`config.mk`:
```
export PLATFORM = sky130hd
export DESIGN_NAME = tsa_ram
export DESIGN_NICKNAME = d
export VERILOG_FILES = /design/src/design/tsa_ram.sv
export SDC_FILE = /design/constraint.sdc
export NUM_CORES = 1
export LEC_CHECK = 0
export ABC_AREA = 1
export CORE_AREA = 2 2 106 108
export CTS_CLUSTER_DIAMETER = 120
export CTS_CLUSTER_SIZE = 16
export DETAILED_ROUTE_END_ITERATION = 8
export DIE_AREA = 0 0 108 110
export DONT_BUFFER_PORTS = 1
export PLACE_DENSITY = 0.75
export SYNTH_ARGS = -nofsm -noshare
export SYNTH_HDL_FRONTEND = slang
export SYNTH_SLANG_ARGS = --single-unit
export TNS_END_PERCENT = 1
```
`constraint.sdc`:
```
create_clock -name clock -period 1.4 [get_ports clock]
set_clock_uncertainty 0.05 [all_clocks]
set_input_delay 0.21 -clock clock [delete_from_list [all_inputs] [get_ports clock]]
set_output_delay 0.21 -clock clock [all_outputs]
set_load 0.02 [all_outputs]
```
`src/design/tsa_ram.sv`:
```
// ============================================================================
// tsa_ram
// Generic single-port-write, single-port-read RAM with registered read data.
// ============================================================================
module tsa_ram #(
   parameter int WIDTH = 8,
   parameter int DEPTH = 16
) (
   input  logic                     clock,
   input  logic                     wr_en,
   input  logic [$clog2(DEPTH)-1:0] wr_addr,
   input  logic [WIDTH-1:0]         wr_data,
   input  logic [$clog2(DEPTH)-1:0] rd_addr,
   output logic [WIDTH-1:0]         rd_data
);

   logic [WIDTH-1:0] mem_ff [DEPTH];
   logic [WIDTH-1:0] rd_data_ff;

   always_ff @(posedge clock) begin
      if (wr_en) begin
         mem_ff[wr_addr] <= wr_data;
      end
      rd_data_ff <= mem_ff[rd_addr];
   end

   assign rd_data = rd_data_ff;

endmodule

```
== Word level (Yosys, flattened, before mapping) ==
Memories as Yosys holds them, arrays and structs flattened. A register that Yosys moved wholly into a read port is not among the register bits.
Cells that the tools add are included.

* $add $sub $neg: 0
* $mul: 0
* Divide/modulo/power cells: 0
* Magnitude comparators: 0
* Eq/ne operators: 0
* Shift-type cells: 0
* Mux-type cells: 2
* Bitwise logic cells: 0
* Reduce and logical (&&, ||, !) cells: 0

{| class="wikitable"
|+ Operators by type and width
! cell !! number
|-
| $mux 1 || 2
|}

* Flip-flop bits (word level): 0
* Bits in latches: 0
* Bits in writable memories: 128
* Bits in read-only memories: 0
* Bits of input ports: 18
* Output and inout port bits: 8
* Memories kept: 1

{| class="wikitable"
|+ Memory list
! memory !! words !! bits a word !! read ports !! clocked after memory_dff !! wr ports !! line !! text
|-
| mem_ff || 16 || 8 || 1 || 1 || 1 || 17 || <nowiki>logic [WIDTH-1:0] mem_ff [DEPTH];</nowiki>
|}

== Logic depth before layout (Yosys ltp) ==
* Depth in word-level cells: 2
* Depth in mapped cells: 8

== Least setup slack after synthesis ==
Ideal clock, no wire load.

* Kind: in2reg
* Start point: in wr_addr[2]
* End point: mem mem_ff[10][0], enable pin
* Library setup time: 370 ps
* Arrival time: 791 ps
* Required time: 980 ps
* Setup slack: 189 ps
* Stages: 2
* Buffers on the path: 0
* Cell sequence: nand3b_1 nor2_1

{| class="wikitable"
|+ RTL lines
! item !! line !! text
|-
| from (decl) || 11 || <nowiki>input logic [$clog2(DEPTH)-1:0] wr_addr,</nowiki>
|-
| to (decl) || 17 ||
|}

Straight into the memory's write port.

==> results.toml <==
[logic_synthesis]
synth-seq-area-share_pct = 69.4
yosysWarnings = 0
syn_area_um2 = 5770
ys_ff_latch = 136
synth_cells = 551
syn-num-nets = 569
avgSynthCellArea_um2 = 10.5
synth_cell_types = 12

[worst_hold_path]
min_from = "rd_addr[1]"
hold_class = "input port to register"

[sta]
worst_pin_slew_ns = 0.873
fin_crit_sh_pct = 88.2
relSlewSlack_pct = 41.6
timing.fmax_mhz = 810
setup_viol = 0
hold_violations = 2
setup_tns_ns = 0
fin_ws_ns = 0.166
report.final.slew_viol_count = 0
hold_slack_ns = -0.00617
rsz0062_at_grt = "no"
min_period_ns = 1.23

[cts]
cts_max_level = 4
ctsHoldBuffers = 10
cts_root_buf = "clkbuf_8"
cts_tree = "yes"
insertion_delay_ns = 0.52
path_clk_slew_ns = 0.06
cts_buffers = 17
ctsResizeCount = 0
clkSinkCount = 136
cts.path.max_buffers = 2
postCtsSetupBuffers = 0

[drt]
viasPerCell = 5.39
drtPass1Iterations = 7
drcViolationCount = 0
wl_um = 13200
drt_iter0_drc = 421
wl_per_cell_um = 18.0
final_antenna_net_count = 0
num_vias = 3949

[cells_and_area]
fin_nets = 598
area_growth_pct = 14.5
final_cell_mix = "173 x nand2_1, 128 x edfxtp_1, 100 x inv_1"
fillCellCount = 848
multi_input_area_um2 = 1210
final_common_cell = "nand2_1"
final-seq-area_um2 = 4000
layout-drive-gt1-share_pct = 8.61

[global_route]
grt_pass1_wl_um = 20200
grt_max_degree = 66
grt_pass1_vias = 3786
antenna_found_initial = 0
track_usage_pct = 23.7
overflow = 0

[floorplan]
die_x_um = 108
dieArea_um2 = 11900
core_um2 = 10700
initial_core_util_pct = 53.9
ios = 26
num_rows = 38
chipHeight_um = 110

[worst_setup_path]
worstSetupPathType = "input port to register"
cp.arrival_ns = 1.59
startpoint_type = "input port"
crit_start = "rd_addr[2]"
reg2reg_from = "mem_ff[6][4]"
cp.required_ns = 1.76
cp_max_fo = 16
worstSetupEndpointType = "register"

[placement]
globalplace.congestion = 0.967
pre_cts_slack_ns = 0.232
io_buffers = 0
hpwl_um = 8060

[pwr]
leakagePower_nw = 2.83
cellPowerDensity_nw_per_um2 = 1370
power_mw = 9.05
irDropWorstVdd_mv = 1.06

[status]
violations = "hold timing"
status = "complete, but fails checks"

[job]
maxCapViolations = 0
## synthesized netlist by cell type
master	number	area share, %
buf_1	1	0.065
buf_2	13	1.1
buf_4	4	0.52
buf_6	6	1.2
dfxtp_1	8	2.8
edfxtp_1	128	67
inv_1	100	6.5
inv_2	2	0.13
nand2_1	173	11
nand3_1	97	8.4
nand3b_1	2	0.26
nor2_1	17	1.1
## power breakdown
group,switching (mW),total (mW),leakage [nW],internal [mW]
sequential,0.0639,4.62,1.22,4.55
clock,1.61,3.94,0.246,2.32
combinational,0.344,0.496,1.36,0.152
total,2.02,9.05,2.83,7.03
## metrics by stage
stage / area [µm²] / util [%] / std cells
floorplan: 5770 / - / 551
global placement: 5950 / 55.6 / 689
detailed placement: 5950 / 55.6 / 689
CTS: 6580 / 61.5 / 730
global route: 6600 / 61.7 / 732
finish: 6600 / 61.7 / 733
## path summary, 6_finish.rpt
check          endpoint  slack, ns  depth (start not counted)
min reg2reg  rd_data[3]       0.64                          6
max          rd_data[3]       0.17                          4
max reg2reg  rd_data[4]       0.31                          6
min          rd_data[6]     -0.006                          4
## per-layer routing
layer	vias to the layer above	track usage [%]	routed length [µm]
met4	0	9.07	280
met3	27	6.88	1350
li1	1831	-	-
met2	227	37.2	6180
met1	1864	31.6	5350
met5	-	0	0
## flip-flops by register name (all words and copies together), names as in the netlist
register	count
mem_ff	128
rd_data	8
## critical path, cell delays in order
cell and delay (ns):
dlygate4sd3_1 0.93, nand3_1 0.23, nand3_1 0.16, nand2_1 0.06
## logic make-up (layout without fill, tap and decap cells)
family | count (synthesis) | count (layout) | synth area share, %
simple gates | 289 | 289 | 21.0
buf+inv | 126 | 167 | 9.52
other cells | 0 | 1 | 0
flops | 136 | 136 | 69.4
## cell type report
cell class	count	share of cell area [%]
diodes	1	0.0379
clock buffers	18	6.33
clock inverters	13	1.63
inverters	102	5.80
multi-input cells	289	18.4
flip-flops and latches	136	60.7
well taps	140	2.65
repair buffers	34	4.51
No activity file was read; power rests on OpenSTA's default activity.
