`config.mk`:
```
export PLATFORM = sky130hd
export DESIGN_NAME = tsa_gcd
export DESIGN_NICKNAME = d
export VERILOG_FILES = /design/src/design/tsa_pkg.sv /design/src/design/tsa_gcd.sv
export SDC_FILE = /design/constraint.sdc
export NUM_CORES = 1
export LEC_CHECK = 0
export BUFFER_PORTS_ARGS = -buffer_cell sky130_fd_sc_hd__buf_2
export CAP_MARGIN = 20
export CORE_AREA = 2 2 48 50
export CTS_BUF_LIST = sky130_fd_sc_hd__clkbuf_16
export CTS_CLUSTER_SIZE = 24
export DETAILED_ROUTE_END_ITERATION = 6
export DIE_AREA = 0 0 50 52
export GPL_ROUTABILITY_DRIVEN = 0
export PLACE_DENSITY = 0.76
export SLEW_MARGIN = 10
export SYNTH_ARGS = -nofsm -noshare
export SYNTH_HDL_FRONTEND = slang
export SYNTH_SLANG_ARGS = --single-unit
```
`constraint.sdc`:
```
create_clock -name clock -period 2.7 [get_ports clock]
set_input_delay 0.135 -clock clock [delete_from_list [all_inputs] [get_ports clock]]
set_output_delay 0.135 -clock clock [all_outputs]
set_load 0.05 [all_outputs]
```
`src/design/tsa_pkg.sv`:
```
// ============================================================================
// tsa_pkg
// Shared types and constants of the TDMA slot allocator.
// ============================================================================
package tsa_pkg;

   // Field widths
   localparam int NODE_W      = 5;
   localparam int PER_W       = 7;
   localparam int OFF_W       = 13;
   localparam int TILE_W      = 7;
   localparam int SF_W        = 5;
   localparam int TIDX_W      = 4;
   localparam int MASK_W      = 16;
   localparam int LEN_W       = 32;
   localparam int PROD_W      = LEN_W + PER_W;
   localparam int STATUS_W    = 3;
   localparam int OP_W        = 2;
   localparam int SLOT_OFF_W  = 12;
   localparam int ENTRY_CNT_W = 9;
   localparam int REQ_DATA_W  = 24;
   localparam int RSP_DATA_W  = 56;
   localparam int CSR_IDX_W   = 3;
   localparam int CSR_DATA_W  = 16;

   // Shared divider
   localparam int DIV_NUM_W = 32;
   localparam int DIV_DEN_W = 13;
   localparam int DIV_CNT_W = 6;

   // Limits and reset values
   localparam logic [TILE_W-1:0] TILE_CAP     = 7'd64;
   localparam logic [SF_W-1:0]   SF_CAP       = 5'd16;
   localparam logic [LEN_W-1:0]  LEN_SAT      = 32'hFFFF_FFFF;
   localparam logic [TILE_W-1:0] RST_TILE     = 7'd10;
   localparam logic [TILE_W-1:0] RST_DL_CTRL  = 7'd2;
   localparam logic [TILE_W-1:0] RST_UL_CTRL  = 7'd2;
   localparam logic [SF_W-1:0]   RST_SF       = 5'd2;
   localparam logic [MASK_W-1:0] RST_DL_MASK  = 16'd1;
   localparam logic [MASK_W-1:0] RST_UL_MASK  = 16'd2;

   typedef enum logic [OP_W-1:0] {
      OP_EDGE  = 2'd0,
      OP_CLEAR = 2'd1,
      OP_PLACE = 2'd2
   } op_type;

   typedef enum logic [STATUS_W-1:0] {
      ST_DONE    = 3'd0,
      ST_PLACED  = 3'd1,
      ST_NO_LINK = 3'd2,
      ST_NO_SLOT = 3'd3,
      ST_SKIPPED = 3'd4,
      ST_FULL    = 3'd5
   } status_type;

   typedef enum logic [CSR_IDX_W-1:0] {
      CSR_TILE_SLOTS = 3'd0,
      CSR_DL_CTRL    = 3'd1,
      CSR_UL_CTRL    = 3'd2,
      CSR_SF_TILES   = 3'd3,
      CSR_DL_MASK    = 3'd4,
      CSR_UL_MASK    = 3'd5
   } csr_idx_type;

   // One schedule table entry
   typedef struct packed {
      logic [NODE_W-1:0] tx;
      logic [NODE_W-1:0] rx;
      logic [PER_W-1:0]  per;
      logic [OFF_W-1:0]  off;
   } ent_type;

   typedef struct packed {
      logic                 start;
      logic [DIV_NUM_W-1:0] num;
      logic [DIV_DEN_W-1:0] den;
   } div_req_type;

   typedef struct packed {
      logic                 done;
      logic [DIV_NUM_W-1:0] quot;
      logic [DIV_DEN_W-1:0] rem;
   } div_rsp_type;

   typedef struct packed {
      logic             start;
      logic [PER_W-1:0] x;
      logic [PER_W-1:0] y;
   } gcd_req_type;

   typedef struct packed {
      logic             done;
      logic [PER_W-1:0] g;
   } gcd_rsp_type;

endpackage

```
`src/design/tsa_gcd.sv`:
```
// ============================================================================
// tsa_gcd
// Subtractive greatest common divisor of two period-wide values.
// ============================================================================
module tsa_gcd (
   input  logic                 clock,
   input  logic                 reset,
   input  tsa_pkg::gcd_req_type req,
   output tsa_pkg::gcd_rsp_type rsp
);

   localparam int PW = tsa_pkg::PER_W;

   logic          busy_ff, busy_in;
   logic          done_ff, done_in;
   logic [PW-1:0] x_ff, x_in;
   logic [PW-1:0] y_ff, y_in;

   // One subtract or swap a cycle until y runs out
   always_comb begin
      busy_in = busy_ff;
      done_in = 1'b0;
      x_in    = x_ff;
      y_in    = y_ff;
      if (req.start) begin
         busy_in = 1'b1;
         x_in    = req.x;
         y_in    = req.y;
      end else if (busy_ff) begin
         if (y_ff == '0) begin
            busy_in = 1'b0;
            done_in = 1'b1;
         end else if (x_ff < y_ff) begin
            x_in = y_ff;
            y_in = x_ff;
         end else begin
            x_in = x_ff - y_ff;
         end
      end
   end

   always_ff @(posedge clock) begin
      if (reset) begin
         busy_ff <= 1'b0;
         done_ff <= 1'b0;
      end else begin
         busy_ff <= busy_in;
         done_ff <= done_in;
      end
      x_ff <= x_in;
      y_ff <= y_in;
   end

   assign rsp.done = done_ff;
   assign rsp.g    = x_ff;

endmodule

```
**Word-level counts from Yosys, hierarchy flattened**

Cells that the tools add are included.

- Register bits: 16
- Output and inout bits: 8
- Logic and storage cells: 26

- Add/subtract/negate cells: 1
- Order comparisons: 1
- Eq/ne operators: 1
- Mux-type cells: 12
- Bitwise operators: 1
- Reductions and logical operators: 6

Operator list:

| kind | number |
|---|---|
| $mux 7 | 8 |
| $logic_not 7->1 | 1 |
| $lt 7x7->1 | 1 |
| $sub 7x7->7 | 1 |
| $mux 1 | 4 |
| $reduce_bool 2->1 | 2 |
| $reduce_and 3->1 | 1 |
| $reduce_or 3->1 | 1 |
| $ne 2x2->1 const B | 1 |
| $reduce_and 2->1 | 1 |
| $not 1->1 | 1 |

**Longest topological paths before layout**

- Depth in word-level cells: 5
- Depth in mapped cells: 9
- Mapped depth without buffers: 9

**Worst setup path before layout**

OpenSTA, ideal clock, no wires.

- Path kind: register to register
- From: reg x_ff[4]
- To: reg y_ff[0], enable pin
- Library setup time: 0.360 ns
- Arrival: 2.132 ns
- Data required time: 2.340 ns
- Path slack: 0.208 ns
- Stages on the path, launching flop included: 8
- Path buffers: 1
- Clock period less this slack: 2.492 ns
- Path through: edfxtp_1 ha_1 a21o_1 a31o_1 a21oi_4 buf_6 nor2_1 nor2_1

- Longest elaborated chain between the ends: 3

Ends and longest elaborated chain:

| element | RTL line | source |
|---|---|---|
| start: declaration | tsa_gcd.sv:16 | `logic [PW-1:0] x_ff, x_in;` |
| start signal: assignment | tsa_gcd.sv:50 | `x_ff <= x_in;` |
| $lt 7x7->1 | tsa_gcd.sv:33 | `end else if (x_ff < y_ff) begin` |
| $reduce_bool 2->1 (no source line) | -- |  |
| $reduce_and 3->1 (no source line) | -- |  |
| end signal: assignment | tsa_gcd.sv:51 | `y_ff <= y_in;` |
| end: declaration | tsa_gcd.sv:17 | `logic [PW-1:0] y_ff, y_in;` |

No other way between the ends.
A chain may end at the register's enable or synchronous reset.

**Final worst setup path**

- From: reg x_ff[0]
- To: reg x_ff[6], data pin

- Longest elaborated chain between the ends: 5

Ends and longest elaborated chain:

| element | RTL line | source |
|---|---|---|
| $sub 7x7->7 or $lt 7x7->1 (tied branches) | tsa_gcd.sv:37, tsa_gcd.sv:33 |  |
| $mux 7 * | tsa_gcd.sv:33 |  |
| $mux 7 * | tsa_gcd.sv:30 | `if (y_ff == '0) begin` |
| $mux 7 * | tsa_gcd.sv:29 | `end else if (busy_ff) begin` |
| $mux 7 * | tsa_gcd.sv:25 | `if (req.start) begin` |
| net x_in[6] | tsa_gcd.sv:16 |  |

The timed path passes the listed nets; every way through them passes the cells marked *. The select of a mux whose other input is x is not followed.

==> flow_metrics.py <==
metrics = {
    "logic_synthesis": {
        "synth_largest_area_cell": "edfxtp_1",
        "post-synth-top-area-fraction_pct": 40.4,
        "syn_area_per_cell_sq_um": 10.8,
        "ys_ff_latch": 16,
        "ys.flop_type": "edfxtp_1",
        "synthesis.area_sq_um": 1040,
        "synthCells": 96,
        "synth_common_cells": "14 x edfxtp_1, 12 x nor2_1, 10 x inv_1, 7 x ha_1, 6 x mux2_2",
        "yosys.cell_count.top_type": "edfxtp_1",
        "synth_edf_count": 14,
        "syn-num-nets": 121,
        "ys_top_cells_by_area": "edfxtp_1 40%, ha_1 8.4%, mux2_2 6.5%",
        "yosysSeqAreaShare_pct": 44.2,
        "ys_async_sr_fraction_pct": 0,
        "yosysUniqueCellTypes": 34,
        "yosys_warnings": 0,
    },
    "clocking": {
        "htreeDepth": 1,
        "cts_buffers": 3,
        "cts.sinks": 16,
        "hold_buffers": 0,
        "clkSlewWorstSetupHoldPaths_ps": 50,
        "ctsResizeCount": 0,
        "insertion_delay_ps": 250,
        "cts_setup_buffers": 0,
        "tritoncts": "done",
        "max-clock-path-buffers": 2,
        "root_buffer": "clkbuf_16",
    },
    "worst_setup_path": {
        "critical_path_class": "reg2reg",
        "crit_chain": "inv_1, ha_1, inv_1, fa_1, a211oi_1, o21bai_1, a21oi_1, xor2_1, o31ai_1",
        "crit_fanout": 3,
        "critPathTopFamily": "compound AO/OA/AOI/OAI gates",
        "critPathBufInv": 2,
        "start_kind": "register",
        "cp.required_ps": 2670,
        "cp-end-kind": "register",
        "slowest_stage": "fa_1",
        "cp.arrival_ps": 2350,
        "path_common_cell": "inv_1",
        "cp_slowest_stage_delay_ps": 390,
    },
    "global_routing": {
        "grtUsageTotal_pct": 17.5,
        "grt_pass1_vias": 723,
        "grt_overflow": 0,
        "grt.busiest_layer": "met2",
        "grt_use_met2_pct": 25.4,
        "grt_max_degree": 31,
        "antenna_found_initial": 0,
        "grt_first_pass_wirelength_um": 3330,
        "met1_usage_pct": 24.4,
        "grt_util_met3_pct": 3.16,
    },
    "die": {
        "fp.dieH_um": 52,
        "die_w_um": 50,
        "io-pin-count": 25,
        "core_area_sq_um": 2110,
        "dieArea_sq_um": 2600,
        "initial_core_util_pct": 49.4,
        "std_cell_rows": 17,
    },
    "run_status": {
        "outcome": "completed",
    },
    "cells_and_area": {
        "nets": 146,
        "syn2layout_area_growth_pct": 20.3,
        "fin_area_sq_um": 1250,
        "drive_gt1_share_pct": 33.3,
        "n_antenna_cell": 0,
        "ff_latch_area_sq_um": 460,
        "num-fill-cells": 186,
        "multi_input_area_sq_um": 513,
    },
    "power": {
        "total_power_w": 0.00178,
        "p_per_area_nw_per_um2": 1420,
        "p_leak_nw": 0.560,
        "peakVddDrop_mv": 0.682,
    },
    "sta": {
        "worst_slack_ps": 324,
        "worst_pin_slew_ps": 520,
        "fin_crit_sh_pct": 88.0,
        "setup_viol": 0,
        "hold_viol": 0,
        "fin_skew_ps": 5.53,
        "setup_tns_ps": 0,
        "fmax_mhz": 421,
        "relSlewSlack_pct": 65.3,
        "rsz0062_at_grt": "no",
        "fin_crit_ps": 2380,
        "maxSlewViolCount": 0,
    },
    "routing": {
        "drtIter0Drc": 14,
        "postRouteAntennaNets": 0,
        "dr.pass1.iters": 4,
        "vias": 801,
        "wire_per_inst_um": 13.6,
        "vias_per_cell": 5.41,
        "drc": 0,
        "wl_um": 2010,
    },
    "placement": {
        "dp_slack_ps": 414,
        "dp_hpwl_um": 1460,
        "place_area_sq_um": 1170,
        "portBuffers": 24,
    },
    "hold_path": {
        "hold_class": "in2reg",
    },
    "flow_run": {
        "maxCapViolations": 0,
    },
}
[per-stage QoR]
stage,cells,hold WS (ps),utilization [%]
detailed placement,144,319,55.7
floorplan,96,207,-
global route,148,69.1,59.5
CTS,148,66.8,59.5
finish,148,62.4,59.5
global placement,144,310,55.7
[cell type report]
type | instances | share of cell area [%]
clock buffers | 3 | 5.99
clock inverters | 1 | 0.300
inverters | 10 | 3.00
multi-input cells | 65 | 41.0
flip-flops and latches | 16 | 36.8
well taps | 28 | 2.80
repair buffers | 25 | 10.2
[placed cells by master, fill, tap and decap left out, types with 2 or more instances in the layout]
cell type / netlist / layout
a21oi_1: 3 / 3
dfxtp_1: 2 / 2
mux2i_1: 2 / 2
a221o_2: 2 / 2
buf_2: 0 / 24
o21ai_0: 3 / 3
clkbuf_16: 0 / 3
a21o_1: 2 / 2
nor4_1: 2 / 2
edfxtp_1: 14 / 14
xor2_1: 3 / 3
o31ai_1: 2 / 2
nand2_1: 4 / 4
ha_1: 7 / 7
a22oi_1: 2 / 2
mux2_2: 6 / 6
nor2_1: 12 / 12
inv_1: 10 / 11
[sequential cells by signal, summed over array words and instances, names as in the netlist]
| name | count |
|---|---|
| done_ff | 1 |
| y_ff | 7 |
| x_ff | 7 |
| busy_ff | 1 |
[cells by family after synthesis]
| logic type | after synthesis | synth area share (%) |
|---|---|---|
| AO/OA/AOI/OAI | 22 | 16.6 |
| XOR/XNOR | 4 | 3.37 |
| adder cells (fa/ha/maj) | 8 | 10.3 |
| buffers and inverters | 15 | 6.49 |
| flip-flops | 16 | 44.2 |
| multiplexers | 8 | 8.41 |
| AND/OR/NAND/NOR | 23 | 10.6 |
[report_power, final]
group | switching (W) | total [W] | leakage (nW) | internal (W)
registers | 0.0000621 | 0.000469 | 0.157 | 0.000407
clock network | 0.0000884 | 0.000284 | 0.0423 | 0.000196
logic | 0.000651 | 0.00103 | 0.361 | 0.000377
[routing by layer]
metal  share of wire (%)  up-vias
met5                   0        -
met4                 2.2        0
met3                 4.5        5
met2                  47       27
met1                  46      368
li1                    -      401
[worst paths after layout]
path / from / end / slack [ps] / cells past startpoint
hold reg to reg: busy_ff / done_ff / 480 / 1
setup / recovery: x_ff[0] / x_ff[6] / 320 / 9
hold / removal: reset / busy_ff / 60 / 2
setup reg to reg: x_ff[0] / x_ff[6] / 320 / 9
(Power assumes the default switching activity.)
