$ cat src/design/tsa_pkg.sv
// ============================================================================
// tsa_pkg
// Shared types and constants of the TDMA slot allocator.
// ============================================================================
package tsa_pkg;

   // Field widths
   localparam int NODE_W      = 5;
   localparam int PER_W       = 7;
   localparam int OFF_W       = 13;
   localparam int TILE_W      = 7;
   localparam int SF_W        = 5;
   localparam int TIDX_W      = 4;
   localparam int MASK_W      = 16;
   localparam int LEN_W       = 32;
   localparam int PROD_W      = LEN_W + PER_W;
   localparam int STATUS_W    = 3;
   localparam int OP_W        = 2;
   localparam int SLOT_OFF_W  = 12;
   localparam int ENTRY_CNT_W = 9;
   localparam int REQ_DATA_W  = 24;
   localparam int RSP_DATA_W  = 56;
   localparam int CSR_IDX_W   = 3;
   localparam int CSR_DATA_W  = 16;

   // Shared divider
   localparam int DIV_NUM_W = 32;
   localparam int DIV_DEN_W = 13;
   localparam int DIV_CNT_W = 6;

   // Limits and reset values
   localparam logic [TILE_W-1:0] TILE_CAP     = 7'd64;
   localparam logic [SF_W-1:0]   SF_CAP       = 5'd16;
   localparam logic [LEN_W-1:0]  LEN_SAT      = 32'hFFFF_FFFF;
   localparam logic [TILE_W-1:0] RST_TILE     = 7'd10;
   localparam logic [TILE_W-1:0] RST_DL_CTRL  = 7'd2;
   localparam logic [TILE_W-1:0] RST_UL_CTRL  = 7'd2;
   localparam logic [SF_W-1:0]   RST_SF       = 5'd2;
   localparam logic [MASK_W-1:0] RST_DL_MASK  = 16'd1;
   localparam logic [MASK_W-1:0] RST_UL_MASK  = 16'd2;

   typedef enum logic [OP_W-1:0] {
      OP_EDGE  = 2'd0,
      OP_CLEAR = 2'd1,
      OP_PLACE = 2'd2
   } op_type;

   typedef enum logic [STATUS_W-1:0] {
      ST_DONE    = 3'd0,
      ST_PLACED  = 3'd1,
      ST_NO_LINK = 3'd2,
      ST_NO_SLOT = 3'd3,
      ST_SKIPPED = 3'd4,
      ST_FULL    = 3'd5
   } status_type;

   typedef enum logic [CSR_IDX_W-1:0] {
      CSR_TILE_SLOTS = 3'd0,
      CSR_DL_CTRL    = 3'd1,
      CSR_UL_CTRL    = 3'd2,
      CSR_SF_TILES   = 3'd3,
      CSR_DL_MASK    = 3'd4,
      CSR_UL_MASK    = 3'd5
   } csr_idx_type;

   // One schedule table entry
   typedef struct packed {
      logic [NODE_W-1:0] tx;
      logic [NODE_W-1:0] rx;
      logic [PER_W-1:0]  per;
      logic [OFF_W-1:0]  off;
   } ent_type;

   typedef struct packed {
      logic                 start;
      logic [DIV_NUM_W-1:0] num;
      logic [DIV_DEN_W-1:0] den;
   } div_req_type;

   typedef struct packed {
      logic                 done;
      logic [DIV_NUM_W-1:0] quot;
      logic [DIV_DEN_W-1:0] rem;
   } div_rsp_type;

   typedef struct packed {
      logic             start;
      logic [PER_W-1:0] x;
      logic [PER_W-1:0] y;
   } gcd_req_type;

   typedef struct packed {
      logic             done;
      logic [PER_W-1:0] g;
   } gcd_rsp_type;

endpackage

$ cat src/design/tsa_div.sv
// ============================================================================
// tsa_div
// Restoring divider, one quotient bit per cycle, shared by the sequencer.
// ============================================================================
module tsa_div (
   input  logic                 clock,
   input  logic                 reset,
   input  tsa_pkg::div_req_type req,
   output tsa_pkg::div_rsp_type rsp
);

   localparam int NW = tsa_pkg::DIV_NUM_W;
   localparam int DW = tsa_pkg::DIV_DEN_W;
   localparam int CW = tsa_pkg::DIV_CNT_W;

   logic          busy_ff, busy_in;
   logic          done_ff, done_in;
   logic [CW-1:0] cnt_ff, cnt_in;
   logic [NW-1:0] quot_ff, quot_in;
   logic [DW-1:0] rem_ff, rem_in;
   logic [DW-1:0] den_ff, den_in;
   logic [DW:0]   trial;

   // Shift in the next dividend bit and try a subtract
   always_comb begin
      busy_in = busy_ff;
      done_in = 1'b0;
      cnt_in  = cnt_ff;
      quot_in = quot_ff;
      rem_in  = rem_ff;
      den_in  = den_ff;
      trial   = {rem_ff, quot_ff[NW-1]};
      if (req.start) begin
         busy_in = 1'b1;
         cnt_in  = '0;
         quot_in = req.num;
         rem_in  = '0;
         den_in  = req.den;
      end else if (busy_ff) begin
         if (trial >= {1'b0, den_ff}) begin
            rem_in  = DW'(trial - {1'b0, den_ff});
            quot_in = {quot_ff[NW-2:0], 1'b1};
         end else begin
            rem_in  = trial[DW-1:0];
            quot_in = {quot_ff[NW-2:0], 1'b0};
         end
         cnt_in = cnt_ff + 1'b1;
         if (cnt_ff == CW'(NW - 1)) begin
            busy_in = 1'b0;
            done_in = 1'b1;
         end
      end
   end

   always_ff @(posedge clock) begin
      if (reset) begin
         busy_ff <= 1'b0;
         done_ff <= 1'b0;
         cnt_ff  <= '0;
      end else begin
         busy_ff <= busy_in;
         done_ff <= done_in;
         cnt_ff  <= cnt_in;
      end
      quot_ff <= quot_in;
      rem_ff  <= rem_in;
      den_ff  <= den_in;
   end

   assign rsp.done = done_ff;
   assign rsp.quot = quot_ff;
   assign rsp.rem  = rem_ff;

endmodule

$ cat config.mk
export PLATFORM = sky130hd
export DESIGN_NAME = tsa_div
export DESIGN_NICKNAME = d
export VERILOG_FILES = /design/src/design/tsa_pkg.sv /design/src/design/tsa_div.sv
export SDC_FILE = /design/constraint.sdc
export NUM_CORES = 1
export LEC_CHECK = 0
export ABC_AREA = 1
export BUFFER_PORTS_ARGS = -buffer_cell sky130_fd_sc_hd__buf_2
export CAP_MARGIN = 20
export CORE_MARGIN = 3
export CORE_UTILIZATION = 50
export DETAILED_ROUTE_END_ITERATION = 10
export HOLD_SLACK_MARGIN = 0.08
export MAX_ROUTING_LAYER = met4
export PLACE_DENSITY = 0.76
export SYNTH_ARGS = -nofsm -noshare
export SYNTH_HDL_FRONTEND = slang
export SYNTH_SLANG_ARGS = --single-unit
$ cat constraint.sdc
create_clock -name clock -period 2.5 [get_ports clock]
set_input_delay 0.125 -clock clock [delete_from_list [all_inputs] [get_ports clock]]
set_output_delay 0.125 -clock clock [all_outputs]
set_load 0.01 [all_outputs]
Yosys cells after proc, flatten, opt, wreduce, memory -nomap -nowiden
Cells that the tools add are included.
{"block": "classes", "addsub": 2, "order_cmp": 1, "n_eq_ne": 1, "muxes": 8, "bitwise_logic": 1, "reduce_logical": 3}
{"op": "$mux 32", "n": 2}
{"op": "$ge 14x13->1", "n": 1}
{"op": "$mux 13", "n": 1}
{"op": "$sub 13x13->13", "n": 1}
{"op": "$add 6x1->6 const B", "n": 1}
{"op": "$eq 6x5->1 const B", "n": 1}
{"op": "$mux 1", "n": 5}
{"op": "$reduce_or 3->1", "n": 1}
{"op": "$reduce_bool 2->1", "n": 1}
{"op": "$reduce_or 2->1", "n": 1}
{"op": "$not 1->1", "n": 1}
{"block": "totals", "reg_bits": 66, "input_bits": 48}

Depth between registers and ports, before layout
Gate-level depths: netlist of run 1.
{"block": "depth", "depth_word": 4, "depth_mapped": 14, "ltp_nobuf": 13}

Worst setup path after synthesis of run 1
OpenSTA, ideal clock, no wires.
{"block": "synth_timing", "kind": "register -> register", "start": "register quot_ff[31]", "end": "register quot_ff[0] (data pin)", "setup_time_ps": 253, "arrival_time_ps": 1814, "t_required_ps": 2247, "path_slack_ps": 434, "path_stages_with_launch": 14, "synth_period_minus_slack_ps": 2066, "cell_sequence": "edfxtp_1 -> inv_1 -> ha_1 -> inv_1 -> fa_1 -> nand2_1 -> nand2_1 -> nand3_1 -> nand2_2 -> nand2_4 -> nand3_4 -> buf_12 -> nand2_1 -> nand2_1"}
{"block": "synth_between", "elab_chain_cells": 4}
{"element": "start: declaration", "line": "tsa_div.sv:19", "rtl": "logic [NW-1:0] quot_ff, quot_in;"}
{"element": "start signal: assignment", "line": "tsa_div.sv:65", "rtl": "quot_ff <= quot_in;"}
{"element": "$ge 14x13->1", "line": "tsa_div.sv:40", "rtl": "if (trial >= {1'b0, den_ff}) begin"}
{"element": "$mux 1", "line": "tsa_div.sv:40"}
{"element": "$mux 32", "line": "tsa_div.sv:39", "rtl": "end else if (busy_ff) begin"}
{"element": "$mux 32", "line": "tsa_div.sv:33", "rtl": "if (req.start) begin"}
{"element": "named net quot_in[0]", "line": "tsa_div.sv:19"}
The timed path passes the listed nets, and every way through them passes these cells. The select of a mux whose other input is x is not followed.
A chain may end at the register's enable or synchronous reset.

Worst setup path in the final report of run 1
{"block": "layout_timing", "start": "register quot_ff[31]", "end": "register rem_ff[3]"}
{"block": "layout_between", "elab_chain_cells": 2}
{"element": "$sub 13x13->13 / $ge 14x13->1 (equally long branches)", "line": "tsa_div.sv:41, tsa_div.sv:40"}
{"element": "$mux 13 *", "line": "tsa_div.sv:40"}
{"element": "end signal: assignment", "line": "tsa_div.sv:66", "rtl": "rem_ff <= rem_in;"}
{"element": "end: declaration", "line": "tsa_div.sv:20", "rtl": "logic [DW-1:0] rem_ff, rem_in;"}
Every way passes the cells marked *; elsewhere a longest branch is shown, timed or not.

==> flow_metrics.py, run 1 <==
metrics = {
    "floorplanning": {
        "initial_core_util_pct": 52.77,
        "die_x_um": 91.61,
        "pin_count": 94,
        "dieHeight_um": 91.61,
        "fp-row-count": 30,
        "dieArea_um2": 8392,
        "fp.coreArea_um2": 6944,
    },
    "power_and_ir_drop": {
        "internal_power_w": 0.002205,
        "combPwrFrac_pct": 14.8,
        "sw_frac_of_total_pct": 25.02,
        "p_clk_share_pct": 41.0,
        "switchingPower_w": 0.0007358,
        "power_leakage_nw": 2.570,
        "irDropWorstVdd_uv": 497.0,
        "powerDensity_nw_per_um2": 594.9,
        "p_seq_share_pct": 44.3,
    },
    "job": {
        "maxCapViolations": 0,
    },
    "critical_path": {
        "critPathKind": "flop to flop",
        "cp-start-kind": "flop",
        "cp.arrival_ps": 2600,
        "endpoint_kind": "flop",
        "critical_path_required_ps": 2780,
        "path_max_fanout": 14,
    },
    "logic_synthesis": {
        "avgSynthCellArea_um2": 7.881,
        "synth.most_common_cell": "nand2_1",
        "synth_cell_types": 29,
        "yosys-top-cells-area": "edfxtp_1, nand2_1, dfxtp_1",
        "synth_nets": 528,
        "syn-instance-count": 465,
        "yosys.area.top_type": "edfxtp_1",
        "synth_edf_count": 45,
        "ys_seq_area_share_pct": 48.34,
        "synthFlopType": "edfxtp_1",
        "synth-seq-cells": 66,
        "yosys_warnings": 0,
        "synthTopCellsByCount": "nand2_1, inv_1, edfxtp_1",
        "async_reset_ff_share_pct": 0,
        "syn_area_um2": 3665,
        "synth_top_area_share_pct": 36.87,
    },
    "grt": {
        "grt_pass1_wl_um": 17240,
        "grt_pass1_vias": 3604,
        "gr-total-overflow": 0,
        "grt_max_degree": 49,
        "antenna_found_initial": 0,
        "grt_usage_pct": 26.73,
    },
    "cells_and_area": {
        "drive_above_1_share_pct": 22.22,
        "fin_nets": 670,
        "area_growth_pct": 34.89,
        "n_antenna_cell": 0,
        "n_fill_cell": 536,
    },
    "cts": {
        "cts_inserted_buffers": 9,
        "htreeDepth": 3,
        "clock-sinks": 66,
        "cts_setup_buffers": 0,
        "clk_pin_slew_ps": 80,
        "cts_resized": 0,
        "cts_tree": "yes",
        "cts-root-buf": "clkbuf_8",
        "clockBufferDepth": 2,
        "clk-insertion-delay-late_ps": 350,
    },
    "detailed_routing": {
        "routed_wl_um": 10350,
        "ant_nets": 0,
        "drc_errors": 0,
        "drtPass1Iterations": 5,
        "drtIter0Drc": 264,
        "vias": 3544,
        "avgRoutedWirePerCell_um": 14.62,
        "viasPerCell": 5.006,
    },
    "timing": {
        "finClkSkew_ps": 8.282,
        "hold_viol_final": 0,
        "grt_setup_unrepaired": "no",
        "tightest_slew_ps": 966.4,
        "fmax_ghz": 0.4308,
        "layout_setup_ws_ps": 178.7,
        "fin_crit_sh_pct": 92.85,
        "setup_viol": 0,
        "max_slew_margin_pct": 35.51,
        "period_minus_slack_ps": 2321,
        "drv_slew": 0,
        "fin_setup_tns_ps": 0,
    },
    "worst_hold_path": {
        "worstHoldPathType": "input pin to flop",
    },
    "place": {
        "port_buffers": 93,
        "dp_hpwl_um": 6202,
        "gp_congestion": 0.9134,
        "preCtsSetupSlack_ps": 151.5,
    },
    "run_status": {
        "outcome": "finished, final reports clean",
    },
}
-- worst paths after layout --
check | start | endpoint | slack (ps) | depth (start not counted)
setup / recovery | quot_ff[31] | rem_ff[3] | 180 | 13
hold / removal | req[45] | rem_ff[11] | 320 | 4
setup reg to reg | quot_ff[31] | rem_ff[3] | 180 | 13
hold reg to reg | cnt_ff[2] | cnt_ff[2] | 490 | 1
-- per-stage QoR --
stage | total power [W] | utilization, % | instance area [um^2] | instances | hold WS, ps
after floorplan | 0.001530 | - | 3665 | 465 | 223.9
after global placement | 0.001674 | 60.59 | 4208 | 645 | 301.9
after detailed placement | 0.001679 | 60.59 | 4208 | 645 | 303.9
after CTS | 0.002932 | 71.05 | 4933 | 707 | 324.9
after global routing | 0.003053 | 71.19 | 4943 | 708 | 344.1
final | 0.002941 | 71.19 | 4943 | 708 | 320.8
-- cell families after synthesis --
| group | count (synthesis) | share of synthesized area (%) |
|---|---|---|
| AOI/OAI and AO/OA | 16 | 2.492 |
| and+or+nand+nor | 277 | 32.95 |
| xor gates and xnor gates | 6 | 1.434 |
| adders and majority gates | 15 | 5.326 |
| DFF | 66 | 48.34 |
| buffers and inverters | 85 | 9.457 |
-- layer usage --
metal  wire [um]  track usage, %  up-vias
li1            -               -     1753
met1        4333           33.42     1599
met2        4958           41.81      171
met3         868           6.973       21
met4         193           10.05        0
met5           0               -        -
-- sequential cells by signal, summed over array words and instances, names as in the netlist --
register and cells:
cnt_ff 6, rem_ff 13, done_ff 1, busy_ff 1
quot_ff 32, den_ff 13
-- layout make-up --
class                   count  area [um^2]  share of cell area, %
flip-flops and latches     66         1772                  35.84
multi-input cells         315         1556                  31.49
clock buffers               9        123.9                  2.506
clock inverters             7        141.4                  2.860
inverters                  71        266.5                  5.391
well taps                  96        120.1                  2.430
repair buffers            144        963.4                  19.49
-- power groups by stage --
stage                     combinational [W]  clock (W)  sequential (W)
final                              0.000435    0.00120         0.00130
after global routing               0.000481    0.00126         0.00131
after CTS                          0.000418    0.00122         0.00130
after detailed placement           0.000361          0         0.00132
after global placement             0.000356          0         0.00132
after floorplan                    0.000187          0         0.00134
-- placed cells by master (no fill, tap or decap), drive strengths merged, types with 7 or more instances in the layout --
cell type    count
a21oi            7
buf             98
clkbuf           9
dfxtp           21
dlygate4sd3     46
edfxtp          45
ha              14
inv             71
nand2          200
nand3           32
nand4           18
nor2            25
o21ai            9
-- critical path, cell delays in order (launching register included) --
cell and delay [ps]:
edfxtp_1 410, inv_1 110, ha_1 160, inv_1 80, fa_1 420, nand2_1 90, nand2_1 70, nand3_1 90
nand2_2 90, nand2_4 190, nand3_2 270, nand2_1 130, nand3_1 60, o21ai_0 70
-- what timing repair did --
action | in CTS | in global routing
endpoints found under the setup margin | 0 | 4
hold buffers | 46 | 0
endpoints found under the hold margin | 47 | 0
Power figures use the tool's default switching activity.
==> run 2: changes to the inputs <==
Settings changed: CAP_MARGIN 20 to 15, HOLD_SLACK_MARGIN 0.08 to 0.1.
Clock period 2.5 ns to 2.7 ns, I/O delays scaled along.
==> run 2 against run 1 <==
  * Non-clock buffer count unchanged
  * Die area unchanged
  * Total power decreased by 18%
  * Via count decreased by 0.23%
  * Largest power group unchanged
==> flow_metrics.py, run 2 (synthesis gave the netlist of run 1 again) <==
metrics = {
    "grt": {
        "grt_max_degree": 36,
        "grt_usage_pct": 25.42,
        "gr-total-overflow": 0,
        "antenna_found_initial": 0,
        "grt_pass1_vias": 3572,
        "grt_pass1_wl_um": 16500,
    },
    "cts": {
        "htreeDepth": 3,
        "cts-root-buf": "clkbuf_8",
        "cts_inserted_buffers": 9,
        "cts_setup_buffers": 0,
        "clockBufferDepth": 2,
        "clk_pin_slew_ps": 70,
        "clock-sinks": 66,
        "cts_tree": "yes",
        "clk-insertion-delay-late_ps": 340,
    },
    "critical_path": {
        "crit_slowest_cell": "fa_1",
        "cp.arrival_ps": 2360,
        "endpoint_kind": "flop",
        "cp-start-kind": "flop",
        "worst-path-buf-inv": 2,
        "critPathKind": "flop to flop",
        "path_delay_family": "simple AND/OR/NAND/NOR gates",
        "crit_top_cell": "nand2_1",
        "path_max_fanout": 15,
        "cp_cell_sequence": "inv_1 -> ha_1 -> inv_1 -> fa_1 -> nand2_1 -> nand2_1 -> nand3_1 -> nand2_2 -> nand2_4 -> nand3_4 -> nand2_1 -> nand2_1",
        "max_stage_delay_ps": 420,
        "critical_path_required_ps": 2790,
    },
    "run_status": {
        "outcome": "finished, final reports clean",
    },
    "detailed_routing": {
        "routed_wl_um": 9735,
        "ant_nets": 0,
        "avgRoutedWirePerCell_um": 13.77,
        "viasPerCell": 5.001,
        "drtIter0Drc": 186,
        "vias": 3536,
        "drc_errors": 0,
        "drtPass1Iterations": 5,
    },
    "place": {
        "gp_congestion": 0.9206,
        "port_buffers": 93,
        "dp_hpwl_um": 6321,
    },
    "power_and_ir_drop": {
        "powerDensity_nw_per_um2": 497.1,
        "power_leakage_nw": 2.517,
        "irDropWorstVdd_uv": 325.9,
        "totalPowerFinal_w": 0.002418,
    },
    "floorplanning": {
        "dieArea_um2": 8392,
        "fp-row-count": 30,
        "die_x_um": 91.61,
        "pin_count": 94,
        "fp.coreArea_um2": 6944,
        "dieHeight_um": 91.61,
        "initial_core_util_pct": 52.77,
    },
    "timing": {
        "whs_ps": 321.1,
        "hold_viol_final": 0,
        "tightest_slew_ps": 956.5,
        "fin_crit_sh_pct": 83.94,
        "max_slew_margin_pct": 36.00,
        "period_minus_slack_ps": 2266,
        "finClkSkew_ps": 13.50,
        "fmax_ghz": 0.4412,
        "fin_setup_tns_ps": 0,
        "drv_slew": 0,
        "grt_setup_unrepaired": "no",
        "setup_viol": 0,
    },
    "cells_and_area": {
        "postLayoutCoreUtil_pct": 70.04,
        "fin_nets": 669,
        "drive_above_1_share_pct": 22.09,
        "final_common_cell": "nand2_1",
        "area_growth_pct": 32.71,
        "n_antenna_cell": 0,
        "biggestRegsByFlops": "quot_ff: 32 flops, den_ff: 13 flops, rem_ff: 13 flops",
        "top_register": "quot_ff",
        "largest_reg_flops": 32,
        "final_cell_mix": "nand2_1, buf_2, inv_1",
    },
    "worst_hold_path": {
        "worstHoldPathType": "input pin to flop",
    },
    "job": {
        "maxCapViolations": 0,
    },
}
[run 2: path summary, 6_finish.rpt]
check                to  slack, ps         from  cells past startpoint
min           den_ff[7]        320      req[45]                      2
max          quot_ff[0]        430  quot_ff[31]                     12
min reg2reg   cnt_ff[2]        470    cnt_ff[2]                      1
max reg2reg  quot_ff[0]        430  quot_ff[31]                     12
[run 2: layout make-up]
class | instances | area, um^2
Inverter | 71 | 266.5
Timing Repair Buffer | 144 | 963.4
Fill cell | 544 | 2081
Sequential cell | 66 | 1772
Tap cell | 96 | 120.1
Clock buffer | 10 | 127.6
Multi-Input combinational cell | 314 | 1546
Clock inverter | 6 | 67.56
[run 2: timing repair]
item / in CTS / in global routing
hold endpoints to repair: 47 / 0
gates resized for setup: 0 / 0
hold buffers: 46 / 0
[run 2: worst reg2reg max path: stages, from the launching register on]
cell and delay [ps]:
edfxtp_1 390, inv_1 90, ha_1 140, inv_1 70
fa_1 420, nand2_1 90, nand2_1 60, nand3_1 80
nand2_2 90, nand2_4 170, nand3_4 250, nand2_1 130
nand2_1 60
[run 2: per-layer routing]
metal  wire [um]  track usage [%]  up-vias
li1            -                -     1755
met4         199            8.291        0
met1        4056            30.97     1613
met2        4728            42.36      145
met5           0                -        -
met3         750            5.168       23
[run 2: report_power, final]
part / switching, W / total (W) / internal [W]
clock: 0.000390 / 0.000818 / 0.000428
combinational: 0.000225 / 0.000395 / 0.000170
sequential: 0.0000401 / 0.00120 / 0.00116
total: 0.000655 / 0.00242 / 0.00176
[run 2: stage by stage]
stage	setup slack (ps)	instances	cell area, um^2
2_1_floorplan	633.8	465	3665
3_3_place_gp	484.8	645	4208
3_5_place_dp	432.4	645	4208
4_1_cts	436.5	707	4863
5_1_grt	239.2	707	4863
6_report	433.7	707	4863
==> run 3: changes to the inputs <==
Settings changed: CORE_UTILIZATION 50 to 48.
Clock period 2.7 ns to 2 ns, I/O delays scaled along.
==> run 3 against run 2 <==
  * Combinational power is 48% higher
  * Clock skew is 3.5 ps lower
  * First-iteration DRC count is 40% higher
==> flow_metrics.py, run 3 (synthesis gave the netlist of run 1 again) <==
metrics = {
    "run_status": {
        "outcome": "finished, final reports clean",
    },
    "worst_hold_path": {
        "holdCritStartpoint": "req[45]",
        "worstHoldPathType": "input pin to flop",
        "hold-path-endpoint": "den_ff[2]",
        "hold_depth": 1,
    },
    "power_and_ir_drop": {
        "internal_power_w": 0.002398,
        "switchingPower_w": 0.0008962,
        "combPwrFrac_pct": 17.7,
        "power_leakage_nw": 2.610,
        "totalPowerFinal_w": 0.003295,
        "p_seq_share_pct": 49.4,
        "sw_frac_of_total_pct": 27.20,
        "p_clk_share_pct": 32.9,
        "powerDensity_nw_per_um2": 648.1,
        "irDropWorstVdd_uv": 483.1,
    },
    "cts": {
        "htreeDepth": 3,
        "clockBufferDepth": 2,
        "clk_pin_slew_ps": 80,
        "clk-insertion-delay-late_ps": 350,
        "cts-root-buf": "clkbuf_8",
        "cts_tree": "yes",
        "clock-sinks": 66,
        "cts_inserted_buffers": 9,
    },
    "critical_path": {
        "cp.arrival_ps": 2280,
        "rrSetupSlack_ps": 6,
        "critical_path_required_ps": 2290,
        "crit_slowest_cell": "edfxtp_1",
        "cp-start-kind": "flop",
        "max_stage_delay_ps": 400,
        "cp_cell_sequence": "inv_2 -> ha_4 -> inv_2 -> fa_2 -> nand2_1 -> nand2_1 -> nand3_2 -> nand2_4 -> nand2_8 -> nand3_4 -> buf_12 -> nand3_2 -> nand3_1 -> nand2_1",
        "rr_endpoint": "rem_ff[8]",
        "r2r_start": "quot_ff[31]",
        "reg2regPathDepth": 14,
        "path_max_fanout": 6,
        "path_delay_family": "simple AND/OR/NAND/NOR gates",
        "endpoint_kind": "flop",
        "crit_top_cell": "nand2_1",
        "critPathKind": "flop to flop",
        "worst-path-buf-inv": 3,
    },
    "grt": {
        "busiest_layer": "met2",
        "gr-total-overflow": 0,
        "grt_pass1_wl_um": 16770,
        "grt_pass1_vias": 3590,
        "use_met3_pct": 6.919,
        "grt_usage_pct": 25.30,
        "grt_max_degree": 33,
        "use_met2_pct": 42.05,
        "grt_use_met1_pct": 29.52,
        "antenna_found_initial": 0,
    },
    "detailed_routing": {
        "routed_wl_um": 10570,
        "drc_errors": 0,
        "ant_nets": 0,
        "avgRoutedWirePerCell_um": 14.59,
        "drtPass1Iterations": 5,
        "vias": 3709,
        "viasPerCell": 5.123,
        "drtIter0Drc": 260,
    },
    "timing": {
        "setup_viol": 0,
        "fin_setup_tns_ps": 0,
        "max_slew_margin_pct": 37.14,
        "fmax_ghz": 0.5016,
        "drv_slew": 0,
        "whs_ps": 160.6,
        "tightest_slew_ps": 941.9,
        "fin_crit_sh_pct": 99.69,
        "period_minus_slack_ps": 1994,
        "grt_setup_unrepaired": "yes",
        "hold_viol_final": 0,
        "finClkSkew_ps": 9.955,
    },
    "floorplanning": {
        "dieArea_um2": 8720,
        "dieHeight_um": 93.38,
        "initial_core_util_pct": 49.99,
        "pin_count": 94,
        "fp-row-count": 31,
        "fp.coreArea_um2": 7331,
        "die_x_um": 93.38,
    },
    "cells_and_area": {
        "biggestRegsByFlops": "quot_ff: 32 flops, den_ff: 13 flops, rem_ff: 13 flops",
        "fin_nets": 683,
        "postLayoutCoreUtil_pct": 69.35,
        "stdcell_count": 724,
        "drive_above_1_share_pct": 25.28,
        "top_register": "quot_ff",
        "final_common_cell": "nand2_1",
        "area_growth_pct": 38.72,
        "final_cell_mix": "nand2_1, buf_2, inv_1",
        "n_antenna_cell": 0,
        "largest_reg_flops": 32,
    },
    "place": {
        "dp_cells": 657,
        "dp_hpwl_um": 6536,
        "port_buffers": 93,
        "gp_congestion": 0.9091,
    },
    "job": {
        "maxCapViolations": 0,
    },
}
[run 3: final cells by class]
type | instances | area [um^2]
Inverter | 71 | 266.5
Multi-Input combinational cell | 315 | 1622
Sequential cell | 66 | 1772
Timing Repair Buffer | 157 | 1115
Tap cell | 99 | 123.9
Clock buffer | 10 | 127.6
Fill cell | 512 | 2247
Clock inverter | 6 | 57.56
[run 3: what timing repair did]
action,4_1_cts,5_1_grt
pin swaps,0,9
endpoints found under the setup margin,12,14
resized for setup,3,16
cloned,1,1
setup buffers,1,2
endpoints found under the hold margin,50,0
hold buffers,46,0
[run 3: layer usage]
| layer | part of all wire (%) | vias to the layer above |
|---|---|---|
| met3 | 8.9 | 29 |
| met5 | 0 | - |
| met1 | 40 | 1710 |
| met4 | 2.3 | 0 |
| li1 | - | 1784 |
| met2 | 49 | 186 |
[run 3: worst max path at each step]
stage,cells after the start,start,endpoint
2_1_floorplan,13,quot_ff[31],quot_ff[0]
3_3_place_gp,13,quot_ff[31],rem_ff[0]
3_5_place_dp,13,quot_ff[31],rem_ff[3]
4_1_cts,14,quot_ff[31],rem_ff[8]
5_1_grt,14,quot_ff[31],rem_ff[9]
6_report,14,quot_ff[31],rem_ff[8]
[run 3: worst reg2reg max path, cell delays in order, from the launching register on]
cell and delay, ps:
edfxtp_1 400, inv_2 100, ha_4 130, inv_2 50, fa_2 360, nand2_1 70
nand2_1 70, nand3_2 80, nand2_4 80, nand2_8 100, nand3_4 130, buf_12 180
nand3_2 50, nand3_1 70, nand2_1 60
[run 3: power groups by stage]
stage | Sequential, W | Combinational [W] | Clock (W)
after floorplan | 0.00168 | 0.000234 | 0
after global routing | 0.00164 | 0.000641 | 0.00114
after CTS | 0.00162 | 0.000546 | 0.00109
final | 0.00163 | 0.000583 | 0.00108
after detailed placement | 0.00165 | 0.000472 | 0
after global placement | 0.00165 | 0.000465 | 0
[run 3: through the flow]
| stage | setup slack, ps | cell area (um^2) |
|---|---|---|
| floorplan | -3.957 | 3667 |
| global placement | 101.8 | 4307 |
| detailed placement | 16.84 | 4307 |
| CTS | 7.777 | 4977 |
| global route | -87.09 | 5084 |
| finish | 6.181 | 5084 |
